--- config.mk ---
export PLATFORM = sky130hd
export DESIGN_NAME = dtw_ctrl
export DESIGN_NICKNAME = d
export VERILOG_FILES = /design/src/sv/dtw_pkg.sv /design/src/sv/dtw_ctrl.sv
export SDC_FILE = /design/constraint.sdc
export NUM_CORES = 1
export LEC_CHECK = 0
export BUFFER_PORTS_ARGS = -buffer_cell sky130_fd_sc_hd__buf_2
export CAP_MARGIN = 20
export CORE_MARGIN = 5
export CORE_UTILIZATION = 44
export DETAILED_ROUTE_END_ITERATION = 7
export PLACE_DENSITY = 0.77
export SLEW_MARGIN = 0
export SYNTH_ARGS = -nofsm -noshare
export SYNTH_HDL_FRONTEND = slang
export SYNTH_SLANG_ARGS = --single-unit
--- constraint.sdc ---
create_clock -name clk -period 1.55 [get_ports clk]
set_clock_uncertainty 0.15 [all_clocks]
set_input_delay 0.155 -clock clk [delete_from_list [all_inputs] [get_ports clk]]
set_output_delay 0.155 -clock clk [all_outputs]
set_load 0.03 [all_outputs]
--- src/sv/dtw_pkg.sv ---
`timescale 1ns / 1ps
package dtw_pkg;

  // fixed field widths
  localparam int SAMPLE_W = 20;
  localparam int COST_W   = 40;
  localparam int STEPS_W  = 10;
  localparam int SCORE_W  = 48;
  localparam int SUM_W    = 48;
  localparam int ROOT_W   = 24;
  localparam int DIV_W    = 40;
  localparam int DVSR_W   = 10;
  localparam int CFG_W    = 10;
  localparam int DIMS_W   = 5;

  localparam logic [STEPS_W-1:0] STEPS_MAX   = 10'd1023;
  localparam logic [COST_W-1:0]  FAR_PENALTY = 40'd256000000;
  localparam logic [DVSR_W-1:0]  PENALTY_DIV = 10'd20;
  localparam logic [DIMS_W-1:0]  DIMS_RESET  = 5'd13;
  localparam logic [CFG_W-1:0]   GAP_RESET   = 10'd20;

  // reciprocal of 5 with 34 fraction bits, for gap*gap*256/20 as gap*gap*64/5
  localparam logic [31:0] PENALTY_RECIP = 32'hCCCC_CCCD;

  // action codes
  localparam logic [2:0] ACT_CLEAR   = 3'd0;
  localparam logic [2:0] ACT_MEAN    = 3'd1;
  localparam logic [2:0] ACT_REF     = 3'd2;
  localparam logic [2:0] ACT_TEST    = 3'd3;
  localparam logic [2:0] ACT_COMPUTE = 3'd4;

  // status codes
  localparam logic [1:0] STAT_OK    = 2'd0;
  localparam logic [1:0] STAT_EMPTY = 2'd1;
  localparam logic [1:0] STAT_OVER  = 2'd2;

  // register indexes
  localparam logic REG_VECTOR_DIMS = 1'b0;
  localparam logic REG_GAP_LIMIT   = 1'b1;

  // divider operand selection
  localparam logic [1:0] DIV_REF   = 2'd0;
  localparam logic [1:0] DIV_TEST  = 2'd1;
  localparam logic [1:0] DIV_SCORE = 2'd2;

  typedef struct packed {
    logic [2:0]                 action;
    logic signed [SAMPLE_W-1:0] sample_value;
  } in_item_t;

  typedef struct packed {
    logic [COST_W-1:0]  total_cost;
    logic [STEPS_W-1:0] path_length;
    logic [SCORE_W-1:0] match_score;
    logic [1:0]         status;
  } result_t;

  typedef struct packed {
    logic       load_en;
    logic       div_go;
    logic [1:0] div_sel;
    logic       gap_calc;
    logic       gapsq_calc;
    logic       row_init;
    logic       col_init;
    logic       elem_mul;
    logic       elem_acc;
    logic       sqrt_go;
    logic       cell_upd;
    logic       res_ok;
    logic       res_bad;
  } cmd_t;

  typedef struct packed {
    logic       div_done;
    logic       sqrt_done;
    logic [1:0] code;
    logic       last_elem;
    logic       last_col;
    logic       last_row;
  } stat_t;

endpackage

--- src/sv/dtw_ctrl.sv ---
`timescale 1ns / 1ps
module dtw_ctrl (
  input  logic              clk,
  input  logic              rst,
  input  logic              start,
  input  logic [2:0]        action,
  input  dtw_pkg::stat_t    stat,
  output dtw_pkg::cmd_t     cmd,
  output logic              busy,
  output logic              result_valid
);
  typedef enum logic [4:0] {
    ST_IDLE, ST_DIVR, ST_DIVR_W, ST_DIVC, ST_DIVC_W, ST_CHECK, ST_GAPSQ,
    ST_ROWSET, ST_COLSET, ST_RD, ST_MUL, ST_ACC, ST_SQ, ST_SQ_W, ST_UPD,
    ST_SDIV, ST_SDIV_W, ST_FIN
  } state_t;

  state_t state;

  assign busy = (state != ST_IDLE);

  // sequencer state and result strobe
  always_ff @(posedge clk) begin
    if (rst) begin
      state        <= ST_IDLE;
      result_valid <= 1'b0;
    end else begin
      result_valid <= 1'b0;
      case (state)
        ST_IDLE:   if (start && action == dtw_pkg::ACT_COMPUTE) state <= ST_DIVR;
        ST_DIVR:   state <= ST_DIVR_W;
        ST_DIVR_W: if (stat.div_done) state <= ST_DIVC;
        ST_DIVC:   state <= ST_DIVC_W;
        ST_DIVC_W: if (stat.div_done) state <= ST_CHECK;
        ST_CHECK: begin
          if (stat.code != dtw_pkg::STAT_OK) begin
            state        <= ST_IDLE;
            result_valid <= 1'b1;
          end else begin
            state <= ST_GAPSQ;
          end
        end
        ST_GAPSQ:  state <= ST_ROWSET;
        ST_ROWSET: state <= ST_COLSET;
        ST_COLSET: state <= ST_RD;
        ST_RD:     state <= ST_MUL;
        ST_MUL:    state <= ST_ACC;
        ST_ACC:    state <= stat.last_elem ? ST_SQ : ST_RD;
        ST_SQ:     state <= ST_SQ_W;
        ST_SQ_W:   if (stat.sqrt_done) state <= ST_UPD;
        ST_UPD: begin
          if (!stat.last_col) state <= ST_RD;
          else if (!stat.last_row) state <= ST_COLSET;
          else state <= ST_SDIV;
        end
        ST_SDIV:   state <= ST_SDIV_W;
        ST_SDIV_W: if (stat.div_done) state <= ST_FIN;
        ST_FIN: begin
          state        <= ST_IDLE;
          result_valid <= 1'b1;
        end
        default:   state <= ST_IDLE;
      endcase
    end
  end

  // datapath commands
  always_comb begin
    cmd            = '0;
    cmd.load_en    = (state == ST_IDLE) && start;
    cmd.gap_calc   = (state == ST_CHECK);
    cmd.gapsq_calc = (state == ST_GAPSQ);
    cmd.row_init   = (state == ST_ROWSET);
    cmd.col_init   = (state == ST_COLSET);
    cmd.elem_mul   = (state == ST_MUL);
    cmd.elem_acc   = (state == ST_ACC);
    cmd.sqrt_go    = (state == ST_SQ);
    cmd.cell_upd   = (state == ST_UPD);
    cmd.res_ok     = (state == ST_FIN);
    cmd.res_bad    = (state == ST_CHECK) && (stat.code != dtw_pkg::STAT_OK);
    case (state)
      ST_DIVR: begin
        cmd.div_go  = 1'b1;
        cmd.div_sel = dtw_pkg::DIV_REF;
      end
      ST_DIVC: begin
        cmd.div_go  = 1'b1;
        cmd.div_sel = dtw_pkg::DIV_TEST;
      end
      ST_SDIV: begin
        cmd.div_go  = 1'b1;
        cmd.div_sel = dtw_pkg::DIV_SCORE;
      end
      default: cmd.div_go = 1'b0;
    endcase
  end
endmodule

## After elaboration in Yosys (flattened, before gate mapping)

Cells that the tools add are included.

| storage, ports and cells | value |
|---|---|
| flip-flop bits (word level) | 6 |
| word-level logic and storage cells | 47 |
| input bits | 13 |
| output and inout port bits | 16 |

| cells by class | value |
|---|---|
| multiplexer cells | 14 |
| equality and inequality tests | 23 |
| reductions and logical operators | 8 |

Operators with widths:

| cell | number |
|---|---|
| $pmux 5 s17 | 1 |
| $eq 5x4->1 const B | 8 |
| $mux 5 | 5 |
| $eq 5x3->1 const B | 4 |
| $mux 3 | 4 |
| $eq 5x2->1 const B | 2 |
| $eq 5x5->1 const B | 2 |
| $ne 2x2->1 const B | 5 |
| $eq 5x1->1 const B | 1 |
| $logic_not 5->1 | 1 |
| $reduce_and 5->1 | 1 |
| $reduce_bool 5->1 | 1 |
| $pmux 2 s2 | 1 |
| $eq 3x3->1 const B | 1 |
| $logic_and 1x1->1 | 3 |
| $reduce_or 3->1 | 1 |
| $mux 1 | 2 |
| $pmux 1 s2 | 1 |
| $reduce_bool 2->1 | 1 |

## Depth between registers and ports, before layout

| logic depth | value |
|---|---|
| depth after elaboration | 4 |
| depth in mapped cells | 6 |
| mapped depth without buffers | 4 |

## Worst setup path before layout

No wires, ideal clock.

| path | value |
|---|---|
| path kind | flip-flop to output port |
| start point | register state[1] |
| end point | output port cmd[6] (netlist name) |
| slack | -0.315 ns |
| data arrival time | 1.560 ns |
| data required time | 1.245 ns |
| cell stages (with the launch flop) | 4 |
| path buffers | 2 |
| cell sequence | dfxtp_1 -> buf_6 -> buf_2 -> nor4_1 |

RTL lines:

| what | RTL line | source |
|---|---|---|
| start, declared | dtw_ctrl.sv:18 | `state_t state;` |
| start signal, assigned | dtw_ctrl.sv:48 | `ST_ACC: state <= stat.last_elem ? ST_SQ : ST_RD;` |
| end, declared | dtw_ctrl.sv:8 | `output dtw_pkg::cmd_t cmd,` |

==> impl_metrics.ini <==
[status]
outcome = complete, but fails checks
violations = negative setup slack

[routing]
vias = 900
met3WireLength_um = 286
routed_wl_um = 3010
vias_per_cell = 6.16
antenna_left = 0
drc = 0
wl_met2_um = 1460
dr.pass1.iters = 4
avgRoutedWirePerCell_um = 20.6
drt-met1-wl_um = 1110
highest_layer = met4
drt_iter0_drc = 67

[clocking]
cts_tree = yes
clockRootBuffer = clkbuf_4
htreeDepth = 1
insertion_delay_ns = 0.27
clkSinkCount = 6
numCtsBuffers = 3
clk_pin_slew_ns = 0.06
cts_buffer_depth = 2

[power_and_ir_drop]
power.density_nw_per_um2 = 352
worst_ir_drop_vdd_uv = 318
switching_power_mw = 0.121
p_sw_share_pct = 30.4
total_power_mw = 0.400
internal-power_mw = 0.279
power_frac_comb_pct = 19.3
clkPwrFrac_pct = 41.1
p_seq_share_pct = 39.6
total_leakage_power_nw = 0.511

[timing]
drv_slew = 0
period_share_pct = 111
setup_tns_ns = -1.33
min_period_ns = 1.73
setup_viol = 16
hold_violations = 0
worst-slew-pin-transition_ns = 0.294
slew_headroom_pct = 80.1
rsz0062_at_grt = true
fmax_mhz = 579
hold_slack_ns = 0.00786
worst_slack_ns = -0.177

[logic_synthesis]
synth-seq-cells = 6
synth.distinct_cells = 38
syn-num-nets = 96
syn_area_um2 = 583
avgSynthCellArea_um2 = 7.02
yosysTopAreaCell = dfxtp_1
synthesis.instances = 83
synth.yosys.warnings = 0
netlist_top_cells_area = dfxtp_1 21%, nor3_1 7.7%, nor2_1 5.2%, nor2b_1 4.3%, buf_6 3.9%
synth_top_area_share_pct = 20.6
yosysSeqAreaShare_pct = 20.6

[global_routing]
grt_pass1_wl_um = 4040
grtUsageTotal_pct = 26.7
antenna_found_initial = 0
grt_overflow = 0
grt_pass1_vias = 857
grt_max_degree = 15

[placement]
dp.final_hpwl_um = 1510
gp_congestion = 0.883
pre_cts_slack_ns = -0.0294
port_buffers = 28
place_area_um2 = 878
dp_cells = 137

[layout]
drive_gt1_share_pct = 65.6
fin_util_pct = 88.3
final_area_um2 = 1130
mostFrequentLayoutCells = 26 x buf_4, 14 x buf_2, 12 x buf_6
final_net_count = 146
fill_cells = 64
final_common_cell = buf_4
syn_to_final_growth_pct = 94.6
diodes = 0
final_cells = 146

[critical_path]
crit_path_cell_trace = or3b_4 > nor2_4 > o21a_4 > buf_6
crit_path_end_kind = primary output
critical_path.startpoint = state[3]
critPathArrivalTime_ns = 1.42
cpPeakStageDelay_ns = 0.41
r2r_slack_ns = -0.09
critPathKind = reg2out
crit_path_start_kind = flip-flop
crit_fanout = 5
cp_slowest_cell = or3b_4
worstReg2RegStart = state[3]
cp.required_ns = 1.24

[die]
initial_utilization_pct = 45.4
rows = 13
die_h_um = 46.4
ioPinCount = 29
coreArea_um2 = 1280
die_x_um = 46.4
dieArea_um2 = 2150

[flow_run]
cap_violations = 0

[hold_path]
hp-class = in2reg
holdCritStartpoint = rst
==> final timing paths <==
path         cells past startpoint  endpoint
max reg2reg                      5  state[1]
max                              4    cmd[0]
min                              2  state[3]
min reg2reg                      2  state[3]
==> what timing repair did <==
item | CTS | global route
endpoints found under the hold margin | 0 | 0
pin swaps | 5 | 7
resized for setup | 38 | 20
setup endpoints to repair | 15 | 17
setup buffers | 6 | 1
hold buffers | 0 | 0
==> worst max-delay path, delay by kind of cell, from the launching register on <==
family	cells	cell delay (ns)
flops	1	0.37
simple gates	2	0.52
buf+inv	1	0.12
compound gates	1	0.14
==> final cells by class <==
cell class	count	area, um^2	area share (%)
inverter	1	3.75	0.331
clock buffer	3	22.5	1.98
timing repair buffer	52	400	35.3
multi-input combinational	69	556	49.0
sequential	6	134	11.8
tap	15	18.8	1.65
==> power by group through the flow <==
stage	Combinational, mW	Clock [mW]	Sequential [mW]
global route	0.0799	0.176	0.158
global placement	0.0577	0	0.163
finish	0.0774	0.164	0.158
floorplan	0.0329	0	0.160
detailed placement	0.0595	0	0.164
CTS	0.0650	0.151	0.158
==> Yosys cell counts (all sizes together) <==
| cell type | number |
|---|---|
| a31oi | 1 |
| clkbuf | 1 |
| nand2b | 3 |
| or3 | 1 |
| nor3 | 9 |
| nand2 | 6 |
| o21ba | 2 |
| o21a | 1 |
| or3b | 1 |
| nand4 | 1 |
| nor4 | 1 |
| nand3 | 2 |
| nor2 | 9 |
| nand4b | 1 |
| buf | 6 |
| o311ai | 1 |
| o211ai | 1 |
| nor4bb | 1 |
| a21oi | 4 |
| inv | 1 |
| dfxtp | 6 |
| o32a | 2 |
| or2 | 1 |
| nand3b | 1 |
| and3 | 3 |
| xor2 | 2 |
| or4 | 1 |
| a21boi | 2 |
| and2b | 1 |
| o21ai | 5 |
| nor2b | 4 |
| o22ai | 1 |
| nor3b | 1 |
==> sequential cells by signal (all words and copies together), names as in the netlist <==
| register | flops |
|---|---|
| result_valid | 1 |
| state | 5 |
==> metal layers <==
layer	GRT usage (%)	vias up
met5	0	-
met1	31.9	404
met2	41.2	75
li1	-	399
met4	17.0	0
met3	7.42	22
==> cell families (layout without fill, tap and decap cells) <==
family / Yosys count / after routing / synth area share, %
AOI/OAI and AO/OA: 20 / 20 / 23.4
xor gates and xnor gates: 2 / 2 / 3.00
buffers and inverters: 8 / 56 / 8.58
DFF: 6 / 6 / 20.6
and+or+nand+nor: 47 / 47 / 44.4
No activity file was read; power rests on OpenSTA's default activity.
